$ cat config.mk
export PLATFORM = sky130hd
export DESIGN_NAME = rgba_to_bmp_pixel_packer_top
export DESIGN_NICKNAME = d
export VERILOG_FILES = /design/src/rtl/core/rbpp_pkg.sv /design/src/rtl/core/rgba_to_bmp_pixel_packer_top.sv /design/src/rtl/core/rbpp_cfg_regs.sv /design/src/rtl/core/rbpp_pixel_pack.sv /design/src/rtl/core/rbpp_row_track.sv
export SDC_FILE = /design/constraint.sdc
export NUM_CORES = 1
export LEC_CHECK = 0
export BUFFER_PORTS_ARGS = -buffer_cell sky130_fd_sc_hd__buf_4
export CAP_MARGIN = 20
export CELL_PAD_IN_SITES_DETAIL_PLACEMENT = 0
export CELL_PAD_IN_SITES_GLOBAL_PLACEMENT = 1
export CORE_MARGIN = 3
export CORE_UTILIZATION = 30
export CTS_CLUSTER_SIZE = 14
export DETAILED_ROUTE_END_ITERATION = 8
export PLACE_DENSITY_LB_ADDON = 0.1
export SKIP_LAST_GASP = 1
export SLEW_MARGIN = 10
export SYNTH_ARGS = -nofsm -noshare
export SYNTH_HDL_FRONTEND = slang
export SYNTH_HIERARCHICAL = 1
export SYNTH_SLANG_ARGS = --single-unit
$ cat constraint.sdc
create_clock -name clk -period 6.9 [get_ports clk]
set_input_delay 1.035 -clock clk [delete_from_list [all_inputs] [get_ports clk]]
set_output_delay 1.035 -clock clk [all_outputs]
set_load 0.01 [all_outputs]
$ cat src/rtl/core/rbpp_pkg.sv
// ----------------------------------------------------------------------------
// rbpp_pkg
// Shared types, register indexes, format codes and the channel rescale
// function for the RGBA to bitmap pixel packer.
// ----------------------------------------------------------------------------
package rbpp_pkg;

	// default image row limit in pixels
	localparam int MAX_WIDTH_DEF = 4096;

	// configuration port widths
	localparam int CFG_IDX_W  = 2;
	localparam int CFG_DATA_W = 13;

	// register indexes
	localparam logic [CFG_IDX_W-1:0] REG_PIXEL_FORMAT = 2'd0;
	localparam logic [CFG_IDX_W-1:0] REG_LINE_WIDTH   = 2'd1;

	// output format codes (bit 1 selects the 24-bit path)
	localparam logic [1:0] FMT_RGB555 = 2'd0;
	localparam logic [1:0] FMT_RGB565 = 2'd1;
	localparam logic [1:0] FMT_RGB888 = 2'd2;

	// bytes per packed pixel
	localparam logic [1:0] BYTES_16 = 2'd2;
	localparam logic [1:0] BYTES_24 = 2'd3;

	// channel full-scale values
	localparam logic [5:0] LEVELS_5 = 6'd31;
	localparam logic [5:0] LEVELS_6 = 6'd63;

	// source pixel, red in the lowest byte
	typedef struct packed {
		logic [7:0] alpha;
		logic [7:0] blue;
		logic [7:0] green;
		logic [7:0] red;
	} rgba_t;

	// configuration register contents
	typedef struct packed {
		logic [1:0]            pixel_format;
		logic [CFG_DATA_W-1:0] line_width;
	} cfg_t;

	// row position flags for one pixel
	typedef struct packed {
		logic       row_end;
		logic [1:0] pad_bytes;
	} row_info_t;

	// rounded rescale (c*levels*2+255)/510, done as floor((c*levels+127)/255)
	// with the exact divide-by-255 identity (y + (y>>8) + 1) >> 8
	function automatic logic [5:0] rescale(input logic [7:0] c, input logic [5:0] levels);
		logic [13:0] y;
		logic [13:0] s;
		y = 14'({6'b0, c} * {8'b0, levels}) + 14'd127;
		s = y + (y >> 8) + 14'd1;
		return s[13:8];
	endfunction

endpackage

$ cat src/rtl/core/rgba_to_bmp_pixel_packer_top.sv
// ----------------------------------------------------------------------------
// rgba_to_bmp_pixel_packer_top
// RGBA8888 to bitmap pixel packer with row-end and stride padding flags.
// ----------------------------------------------------------------------------
// Takes one pixel per clock and delivers one packed pixel per clock while the
// output is not stalled; each pixel passes through the input register and then
// the result register, with the rescale and packing logic between them.
// Both stages move on their own, so a stalled result holds off the input only
// once the input register is full as well; the input ready follows the output
// ready combinationally. Write the configuration registers only while no
// pixel is in flight; the column counter is kept across writes.
module rgba_to_bmp_pixel_packer_top #(
	parameter int MAX_WIDTH = rbpp_pkg::MAX_WIDTH_DEF
) (
	input  logic                           clk,
	input  logic                           arst_n,
	// slave side
	input  logic                           s_axis_tvalid,
	output logic                           s_axis_tready,
	input  logic [31:0]                    s_axis_tdata,  // red, green, blue, alpha
	// master side
	output logic                           m_axis_tvalid,
	input  logic                           m_axis_tready,
	output logic [31:0]                    m_axis_tdata,  // packed_pixel, byte_count, pad_bytes, zero fill
	output logic                           m_axis_tlast,  // row_end
	// configuration write
	input  logic                           cfg_valid,
	output logic                           cfg_ready,
	input  logic [rbpp_pkg::CFG_IDX_W-1:0]  cfg_index,
	input  logic [rbpp_pkg::CFG_DATA_W-1:0] cfg_data
);
	import rbpp_pkg::*;

	cfg_t      cfg;
	rgba_t     pixel_s1;
	logic      valid_s1;
	logic      ready_s1;
	logic      advance;
	logic [23:0] packed_pixel;
	logic [1:0]  byte_count;
	row_info_t row_info;
	logic        valid_s2;
	logic [23:0] packed_pixel_s2;
	logic [1:0]  byte_count_s2;
	row_info_t   row_info_s2;

	assign cfg_ready = 1'b1;

	rbpp_cfg_regs u_cfg (
		.clk       (clk),
		.arst_n    (arst_n),
		.cfg_valid (cfg_valid),
		.cfg_index (cfg_index),
		.cfg_data  (cfg_data),
		.cfg       (cfg)
	);

	// stage handshakes
	assign ready_s1      = !valid_s2 || m_axis_tready;
	assign advance       = valid_s1 && ready_s1;
	assign s_axis_tready = !valid_s1 || ready_s1;

	// input register
	always_ff @(posedge clk or negedge arst_n) begin
		if (!arst_n) begin
			valid_s1 <= 1'b0;
		end else if (s_axis_tready) begin
			valid_s1 <= s_axis_tvalid;
		end
	end

	always_ff @(posedge clk) begin
		if (s_axis_tvalid && s_axis_tready) begin
			pixel_s1 <= rgba_t'(s_axis_tdata);
		end
	end

	rbpp_pixel_pack u_pack (
		.pixel        (pixel_s1),
		.pixel_format (cfg.pixel_format),
		.packed_pixel (packed_pixel),
		.byte_count   (byte_count)
	);

	rbpp_row_track #(
		.MAX_WIDTH (MAX_WIDTH)
	) u_row (
		.clk        (clk),
		.arst_n     (arst_n),
		.advance    (advance),
		.line_width (cfg.line_width),
		.wide_pixel (cfg.pixel_format[1]),
		.row_info   (row_info)
	);

	// result register
	always_ff @(posedge clk or negedge arst_n) begin
		if (!arst_n) begin
			valid_s2 <= 1'b0;
		end else if (ready_s1) begin
			valid_s2 <= valid_s1;
		end
	end

	always_ff @(posedge clk) begin
		if (advance) begin
			packed_pixel_s2 <= packed_pixel;
			byte_count_s2   <= byte_count;
			row_info_s2     <= row_info;
		end
	end

	assign m_axis_tvalid = valid_s2;
	assign m_axis_tdata  = {4'd0, row_info_s2.pad_bytes, byte_count_s2, packed_pixel_s2};
	assign m_axis_tlast  = row_info_s2.row_end;

endmodule

$ cat src/rtl/core/rbpp_cfg_regs.sv
// ----------------------------------------------------------------------------
// rbpp_cfg_regs
// Configuration registers: pixel format and line width.
// ----------------------------------------------------------------------------
module rbpp_cfg_regs (
	input  logic                           clk,
	input  logic                           arst_n,
	input  logic                           cfg_valid,
	input  logic [rbpp_pkg::CFG_IDX_W-1:0]  cfg_index,
	input  logic [rbpp_pkg::CFG_DATA_W-1:0] cfg_data,
	output rbpp_pkg::cfg_t                 cfg
);
	import rbpp_pkg::*;

	cfg_t cfg_q;

	// register write on each config transfer, unknown indexes dropped
	always_ff @(posedge clk or negedge arst_n) begin
		if (!arst_n) begin
			cfg_q.pixel_format <= FMT_RGB555;
			cfg_q.line_width   <= CFG_DATA_W'(1);
		end else if (cfg_valid) begin
			unique case (cfg_index)
				REG_PIXEL_FORMAT: cfg_q.pixel_format <= cfg_data[1:0];
				REG_LINE_WIDTH:   cfg_q.line_width   <= cfg_data;
				default: ;
			endcase
		end
	end

	assign cfg = cfg_q;

endmodule

$ cat src/rtl/core/rbpp_pixel_pack.sv
// ----------------------------------------------------------------------------
// rbpp_pixel_pack
// Rescales and packs one RGBA pixel into RGB555, RGB565 or RGB888.
// ----------------------------------------------------------------------------
module rbpp_pixel_pack (
	input  rbpp_pkg::rgba_t pixel,
	input  logic [1:0]      pixel_format,
	output logic [23:0]     packed_pixel,
	output logic [1:0]      byte_count
);
	import rbpp_pkg::*;

	logic [5:0]  r5;
	logic [5:0]  g5;
	logic [5:0]  g6;
	logic [5:0]  b5;
	logic [15:0] word16;

	// per-channel rounding rescale
	assign r5 = rescale(pixel.red,   LEVELS_5);
	assign g5 = rescale(pixel.green, LEVELS_5);
	assign g6 = rescale(pixel.green, LEVELS_6);
	assign b5 = rescale(pixel.blue,  LEVELS_5);

	// 16-bit word, cleared for transparent pixels
	always_comb begin
		if (pixel_format == FMT_RGB565) begin
			word16 = {r5[4:0], g6, b5[4:0]};
		end else begin
			word16 = {1'b0, r5[4:0], g5[4:0], b5[4:0]};
		end
		if (pixel.alpha == 8'd0) begin
			word16 = '0;
		end
	end

	// 24-bit pass-through or 16-bit word
	always_comb begin
		if (pixel_format[1]) begin
			packed_pixel = {pixel.red, pixel.green, pixel.blue};
			byte_count   = BYTES_24;
		end else begin
			packed_pixel = {8'd0, word16};
			byte_count   = BYTES_16;
		end
	end

endmodule

$ cat src/rtl/core/rbpp_row_track.sv
// ----------------------------------------------------------------------------
// rbpp_row_track
// Column counter that flags the last pixel of each row and works out the
// zero padding up to a 4-byte row stride.
// ----------------------------------------------------------------------------
module rbpp_row_track #(
	parameter int MAX_WIDTH = rbpp_pkg::MAX_WIDTH_DEF
) (
	input  logic                           clk,
	input  logic                           arst_n,
	input  logic                           advance,
	input  logic [rbpp_pkg::CFG_DATA_W-1:0] line_width,
	input  logic                           wide_pixel,
	output rbpp_pkg::row_info_t            row_info
);
	import rbpp_pkg::*;

	localparam int CW     = (MAX_WIDTH > 1) ? $clog2(MAX_WIDTH) : 1;
	localparam int EW_RAW = $clog2(MAX_WIDTH + 1);
	localparam int EW     = (EW_RAW > 2) ? EW_RAW : 2;

	logic [CW-1:0] column_count_q;
	logic [EW-1:0] width_eff;
	logic          last_col;

	// width clamped to 1..MAX_WIDTH
	always_comb begin
		if (line_width == '0) begin
			width_eff = EW'(1);
		end else if (32'(line_width) > 32'(MAX_WIDTH)) begin
			width_eff = EW'(MAX_WIDTH);
		end else begin
			width_eff = EW'(line_width);
		end
	end

	assign last_col = ({1'b0, EW'(column_count_q)} + (EW+1)'(1)) >= {1'b0, width_eff};

	// row flags; padding is width mod 4 for 3-byte pixels, 2*(width odd) for 2-byte
	always_comb begin
		row_info.row_end = last_col;
		if (!last_col) begin
			row_info.pad_bytes = 2'd0;
		end else if (wide_pixel) begin
			row_info.pad_bytes = width_eff[1:0];
		end else begin
			row_info.pad_bytes = {width_eff[0], 1'b0};
		end
	end

	// column counter, steps once per pixel transfer
	always_ff @(posedge clk or negedge arst_n) begin
		if (!arst_n) begin
			column_count_q <= '0;
		end else if (advance) begin
			if (last_col) begin
				column_count_q <= '0;
			end else begin
				column_count_q <= column_count_q + CW'(1);
			end
		end
	end

endmodule

* Yosys cells after proc, flatten, opt, wreduce, memory -nomap -nowiden
Cells that the tools add are included.
** Word-level totals
- Output and inout port bits :: 36
- Input bits :: 52
- Register bits after elaboration :: 90
** Operators by class
- Multiply operators :: 4
- Reduce and logical (&&, ||, !) cells :: 12
- Eq/ne operators :: 2
- Multiplexer cells :: 8
- Magnitude comparators :: 2
- $add $sub $neg :: 14
** Operator list (count)
- $mux 16 :: 3
- $add 13x7->14 const B :: 3
- $add 13x1->13 const B :: 3
- $add 13x6->13 :: 3
- $mul 8x5->13 const B :: 3
- $mux 13 :: 2
- $add 14x1->14 const B :: 1
- $add 14x6->14 :: 1
- $add 14x7->14 const B :: 1
- $ge 14x13->1 :: 1
- $mul 8x6->14 const B :: 1
- $add 12x1->13 const B :: 1
- $gt 13x13->1 const B :: 1
- $logic_not 13->1 :: 1
- $add 12x1->12 const B :: 1
- $mux 12 :: 1
- $logic_not 8->1 :: 1
- $reduce_and 2->1 :: 3
- $eq 2x1->1 const B :: 2
- $logic_and 1x1->1 :: 2
- $logic_not 1->1 :: 2
- $logic_not 2->1 :: 1
- $logic_or 1x1->1 :: 2
- $mux 2 :: 1
- $mux 1 :: 1

* Logic depth before layout (Yosys ltp)
- Depth after elaboration :: 7
- Mapped depth :: 26

* Hierarchy
Netlist, hierarchy kept.
** Modules (own cells, without submodules)
- rbpp_pixel_pack :: times used 1, cells each 700, area an instance 5800.6 µm²
- rgba_to_bmp_pixel_packer_top :: times used 1, cells each 76, area an instance 1980.6 µm²
- rbpp_row_track :: times used 1, cells each 135, area an instance 1121.1 µm²
- rbpp_cfg_regs :: times used 1, cells each 33, area an instance 584.3 µm²

* Worst setup path before layout
OpenSTA, ideal clock, no wires.
- Path type :: register -> register
- Start point :: reg pixel_s1[2] (netlist bit)
- End point :: reg packed_pixel_s2[14], data pin
- Setup slack :: 1071 ps
- Data arrival time :: 5572 ps
- Path buffers :: 1
- Clock period less this slack :: 5829 ps
- Setup time :: 257 ps
- Stages on the path, launching flop included :: 26
- Cell sequence :: edfxtp_1 -> inv_1 -> fa_1 -> inv_1 -> ha_1 -> inv_1 -> fa_1 -> inv_1 -> fa_1 -> a21o_1 -> a21o_1 -> a21oi_1 -> o21a_1 -> o31ai_1 -> a21oi_1 -> xnor2_1 -> ha_1 -> a21o_1 -> a21o_1 -> or2_2 -> o211a_4 -> and3_4 -> and3_4 -> buf_6 -> or3_1 -> a32o_1
** On the way
- Cells in the longest elaborated chain, start to end :: 7
** Ends and longest elaborated chain
- start, declared :: RTL line rgba_to_bmp_pixel_packer_top.sv:35 : rgba_t pixel_s1;
- start signal, assigned :: RTL line rgba_to_bmp_pixel_packer_top.sv:74 : pixel_s1 <= rgba_t'(s_axis_tdata);
- $mul 8x5->13 :: RTL line rbpp_pkg.sv:57 : y = 14'({6'b0, c} * {8'b0, levels}) + 14'd127;
- $add 13x7->14 :: RTL line rbpp_pkg.sv:57
- $add 13x6->13 :: RTL line rbpp_pkg.sv:58 : s = y + (y >> 8) + 14'd1;
- $add 13x1->13 :: RTL line rbpp_pkg.sv:58
- $mux 16 :: RTL line rbpp_pixel_pack.sv:27 : if (pixel_format == FMT_RGB565) begin
- $mux 16 :: RTL line rbpp_pixel_pack.sv:32 : if (pixel.alpha == 8'd0) begin
- $mux 16 :: RTL line rbpp_pixel_pack.sv:39 : if (pixel_format[1]) begin
- net packed_pixel[14] :: RTL line rgba_to_bmp_pixel_packer_top.sv:39 : logic [23:0] packed_pixel;
- end signal, assigned :: RTL line rgba_to_bmp_pixel_packer_top.sv:107 : packed_pixel_s2 <= packed_pixel;
- end, declared :: RTL line rgba_to_bmp_pixel_packer_top.sv:43 : logic [23:0] packed_pixel_s2;
The timed path passes the listed nets, and every way through them passes these cells.
A chain may end at the register's enable or synchronous reset.

* Final worst setup path
- Start point :: reg pixel_s1[11] (netlist bit)
- End point :: reg packed_pixel_s2[10], data pin
** On the way
- Cells in the longest elaborated chain, start to end :: 7
** Ends and longest elaborated chain (RTL line)
- $mul 8x6->14 :: rbpp_pkg.sv:57
- $add 14x7->14 :: rbpp_pkg.sv:57
- $add 14x6->14 :: rbpp_pkg.sv:58
- $add 14x1->14 :: rbpp_pkg.sv:58
- $mux 16 :: rbpp_pixel_pack.sv:27
- $mux 16 :: rbpp_pixel_pack.sv:32
- $mux 16 :: rbpp_pixel_pack.sv:39
- net packed_pixel[10] :: rgba_to_bmp_pixel_packer_top.sv:39
The timed path passes the listed nets, and every way through them passes these cells.

==> impl_metrics.py <==
metrics = {
    "logic_synthesis": {
        "postSynth.topFlopCell": "sky130_fd_sc_hd__edfxtp_1",
        "netlist_top_cells_count": "sky130_fd_sc_hd__inv_1 (136), sky130_fd_sc_hd__ha_1 (121), sky130_fd_sc_hd__fa_1 (65), sky130_fd_sc_hd__nand2_1 (64), sky130_fd_sc_hd__edfxtp_1 (61)",
        "synthesis.area_per_instance_sq_um": 10.0,
        "synthesis.yosys.warnings": 6,
        "ys_seq_area_frac": 0.270,
        "synth_area_sq_um": 9490,
        "ffs_latches_synth": 90,
        "synth_top_cell_by_area": "sky130_fd_sc_hd__edfxtp_1",
        "synth.top_cell.area_share": 0.193,
        "synthTopCellsByArea": "sky130_fd_sc_hd__edfxtp_1 (19%), sky130_fd_sc_hd__ha_1 (16%), sky130_fd_sc_hd__fa_1 (14%)",
        "count_of_flip_flops_with_a_built_in_enable_after_synthesis": 61,
        "synth.most_common_cell": "sky130_fd_sc_hd__inv_1",
        "synth_cells": 944,
        "ys_async_sr_fraction": 0.322,
        "post_synth_num_cell_types": 93,
    },
    "route": {
        "count_of_routing_violations_after_the_opening_detailed_route_iteration": 353,
        "via_per_inst": 4.79,
        "wl_mm": 24.3,
        "final_antenna_net_count": 0,
        "dr.pass1.iters": 4,
        "wl_per_cell_um": 17.1,
        "routed-via-count": 6809,
        "post-route-drc-count": 0,
    },
    "critical_path": {
        "worst-path-buf-inv": 2,
        "critical-path-max-stage-delay_ps": 670,
        "path_max_fanout": 7,
        "critPathSlowestCell": "sky130_fd_sc_hd__fa_1",
        "worst-endpoint-required_ps": 7040,
        "critical_path.top_delay_family": "adder cells",
        "critical_path.endpoint_type": "register",
        "ff2ff_path_depth": 21,
        "worst_setup_path_start_kind": "register",
        "worst-setup-path-type": "register to register",
        "timing.critical_path.depth": 21,
        "timing.critical_path.cells": "fa_1, inv_1, fa_1, fa_1, fa_1, inv_1, ha_1, nor2_1, o21ai_1, o21ai_2, xnor2_1, ha_1, nor3b_1, a31o_2, a211o_1, and2_1, o31ai_4, a311oi_1, o21ai_0, o311ai_0, a32o_1",
        "worst_ep_arrival_time_ps": 6580,
        "cp_common_cell": "sky130_fd_sc_hd__fa_1",
    },
    "global_routing": {
        "first_global_vias": 7222,
        "grt_util_all_layers": 0.150,
        "grt_start_max_net_pins": 34,
        "grt-ovfl-total": 0,
        "grt_antenna_before_repair": 2,
        "grt_first_pass_wirelength_mm": 39.3,
    },
    "cts": {
        "worst_setup_hold_path_clk_slew_ps": 80,
        "clock_sink_count": 90,
        "cts.htree.levels": 3,
        "insertion_delay_ps": 380,
        "cts_hold_buf": 0,
        "cts_tree": "done",
        "clk_root_buffer_cell": "sky130_fd_sc_hd__clkbuf_16",
        "clock_tree.buffer_depth": 2,
        "setup_fix_bufs_post_cts": 0,
        "numCtsBuffers": 9,
    },
    "flow_run": {
        "cap_viol_max_count": 0,
    },
    "floorplanning": {
        "design.core.area_sq_um": 30900,
        "floorplan.die.height_um": 184,
        "die_area_sq_um": 33800,
        "die_width_um": 184,
        "ios": 88,
        "std_cell_rows": 64,
        "initial_util": 0.307,
    },
    "min_path": {
        "min-delay-path-class": "register to register",
        "hold_path_depth": 1,
    },
    "placed_design": {
        "io_buffer_count": 82,
        "post-dp-hpwl_mm": 19.7,
        "post_dp_cell_area_sq_um": 10500,
        "preCtsSetupSlack_ps": 434,
        "place_congestion": 0.792,
    },
    "sta": {
        "setup-tns-final_ps": 0,
        "grt_setup_unrepaired": "no",
        "worst_slack_ps": 455,
        "setup_viol_count_final": 0,
        "worst_slew_pin_slew_ps": 785,
        "timing.final.max_slew_violations": 0,
        "final_hold_viol_count": 0,
        "fin_worst_skew_ps": 18.6,
        "timing.final.crit_period_ps": 6450,
        "slew_headroom": 0.476,
        "timing.final.crit_share": 0.934,
        "maximum_achievable_frequency_mhz": 155,
    },
    "finish": {
        "design_area_sq_um": 10800,
        "antenna-diode-count": 0,
        "layout.area.seq_sq_um": 2560,
        "layout.filler_cells": 3206,
        "area_growth_syn_to_layout_pct": 13.4,
        "drive_gt1_frac": 0.163,
        "area_of_combinational_cells_with_multiple_inputs_sq_um": 6250,
        "layout.nets": 1259,
    },
    "pwr": {
        "max-vdd-ir-drop_uv": 161,
        "power_density_nw_per_um2": 464,
        "static-leakage-power_nw": 4.93,
    },
    "outcome": {
        "status": "finished clean",
    },
}
-- layout make-up --
type                    count  share of cell area
multi-input cells         697               0.581
flip-flops and latches     90               0.238
repair buffers             87              0.0607
inverters                 136              0.0475
well taps                 396              0.0461
clock buffers              10              0.0214
clock inverters             6             0.00524
-- metal layers --
metal / track usage / wire (um) / vias up
li1: - / - / 3470
met1: 0.198 / 11400 / 3212
met2: 0.244 / 11300 / 94
met3: 0.0366 / 1010 / 29
met4: 0.0454 / 473 / 4
met5: 0 / 40 / -
-- placed cells by master, fill, tap and decap left out, types with 13 or more instances in the layout --
cell type                  count
sky130_fd_sc_hd__fa_1         65
sky130_fd_sc_hd__nor2_1       48
sky130_fd_sc_hd__mux2_2       17
sky130_fd_sc_hd__xor2_1       18
sky130_fd_sc_hd__dfrtp_1      28
sky130_fd_sc_hd__xnor2_1      36
sky130_fd_sc_hd__o21ai_0      28
sky130_fd_sc_hd__nand2b_1     13
sky130_fd_sc_hd__nand3_1      15
sky130_fd_sc_hd__nand2_1      64
sky130_fd_sc_hd__a21o_1       25
sky130_fd_sc_hd__nor3_1       21
sky130_fd_sc_hd__ha_1        121
sky130_fd_sc_hd__edfxtp_1     61
sky130_fd_sc_hd__a21oi_1      38
sky130_fd_sc_hd__inv_1       136
sky130_fd_sc_hd__buf_4        87
-- registers in the layout, indices dropped and copies added (netlist names) --
name / flops
byte_count_s2: 2
m_axis_tdata: 2
m_axis_tlast: 1
m_axis_tvalid: 1
packed_pixel_s2: 24
pixel_s1: 32
u_cfg/cfg: 15
u_row/column_count_q: 12
valid_s1: 1
-- worst paths after layout --
check / from / end / slack [ps]
worst max-delay path: pixel_s1[11] / packed_pixel_s2[10] / 450
worst min-delay path: u_cfg/cfg[3] / u_cfg/cfg[3] / 540
worst max register to register: pixel_s1[11] / packed_pixel_s2[10] / 450
worst min register to register: u_cfg/cfg[3] / u_cfg/cfg[3] / 540
max in group asynchronous: arst_n / u_cfg/cfg[0] / 5990
min in group asynchronous: arst_n / u_cfg/cfg[9] / 580
-- logic make-up (layout without fill, tap and decap cells) --
| logic type | after synthesis | count (layout) | share of synthesized area |
|---|---|---|---|
| AND/OR/NAND/NOR | 234 | 234 | 0.131 |
| other | 3 | 6 | 0.00119 |
| XOR/XNOR | 55 | 55 | 0.0516 |
| buffers and inverters | 160 | 239 | 0.0733 |
| AO/OA/AOI/OAI | 194 | 194 | 0.149 |
| adder cells (fa/ha/maj) | 186 | 186 | 0.297 |
| flip-flops | 90 | 90 | 0.270 |
| multiplexers | 22 | 22 | 0.0268 |
-- report_power, final --
group | switching (mW) | internal [mW] | leakage [nW] | total [mW]
clock | 0.250 | 0.255 | 0.141 | 0.505
sequential | 0.0860 | 0.715 | 0.941 | 0.801
combinational | 2.13 | 1.55 | 3.84 | 3.68
total | 2.47 | 2.52 | 4.93 | 4.99
-- repair_timing --
item,4_1_cts,5_1_grt
endpoints found under the setup margin,0,1
hold endpoints to repair,0,0
resized for setup,0,1
-- per-stage QoR --
| step | hold slack [ps] | power [mW] | cells | util |
|---|---|---|---|---|
| 2_1_floorplan | 480 | 3.64 | 947 | - |
| 3_3_place_gp | 524 | 4.56 | 1406 | 0.338 |
| 3_5_place_dp | 523 | 4.50 | 1406 | 0.338 |
| 4_1_cts | 543 | 5.05 | 1422 | 0.348 |
| 5_1_grt | 569 | 5.56 | 1422 | 0.348 |
| 6_report | 544 | 4.99 | 1422 | 0.348 |
Note: power is estimated with default switching activity, not from simulation.
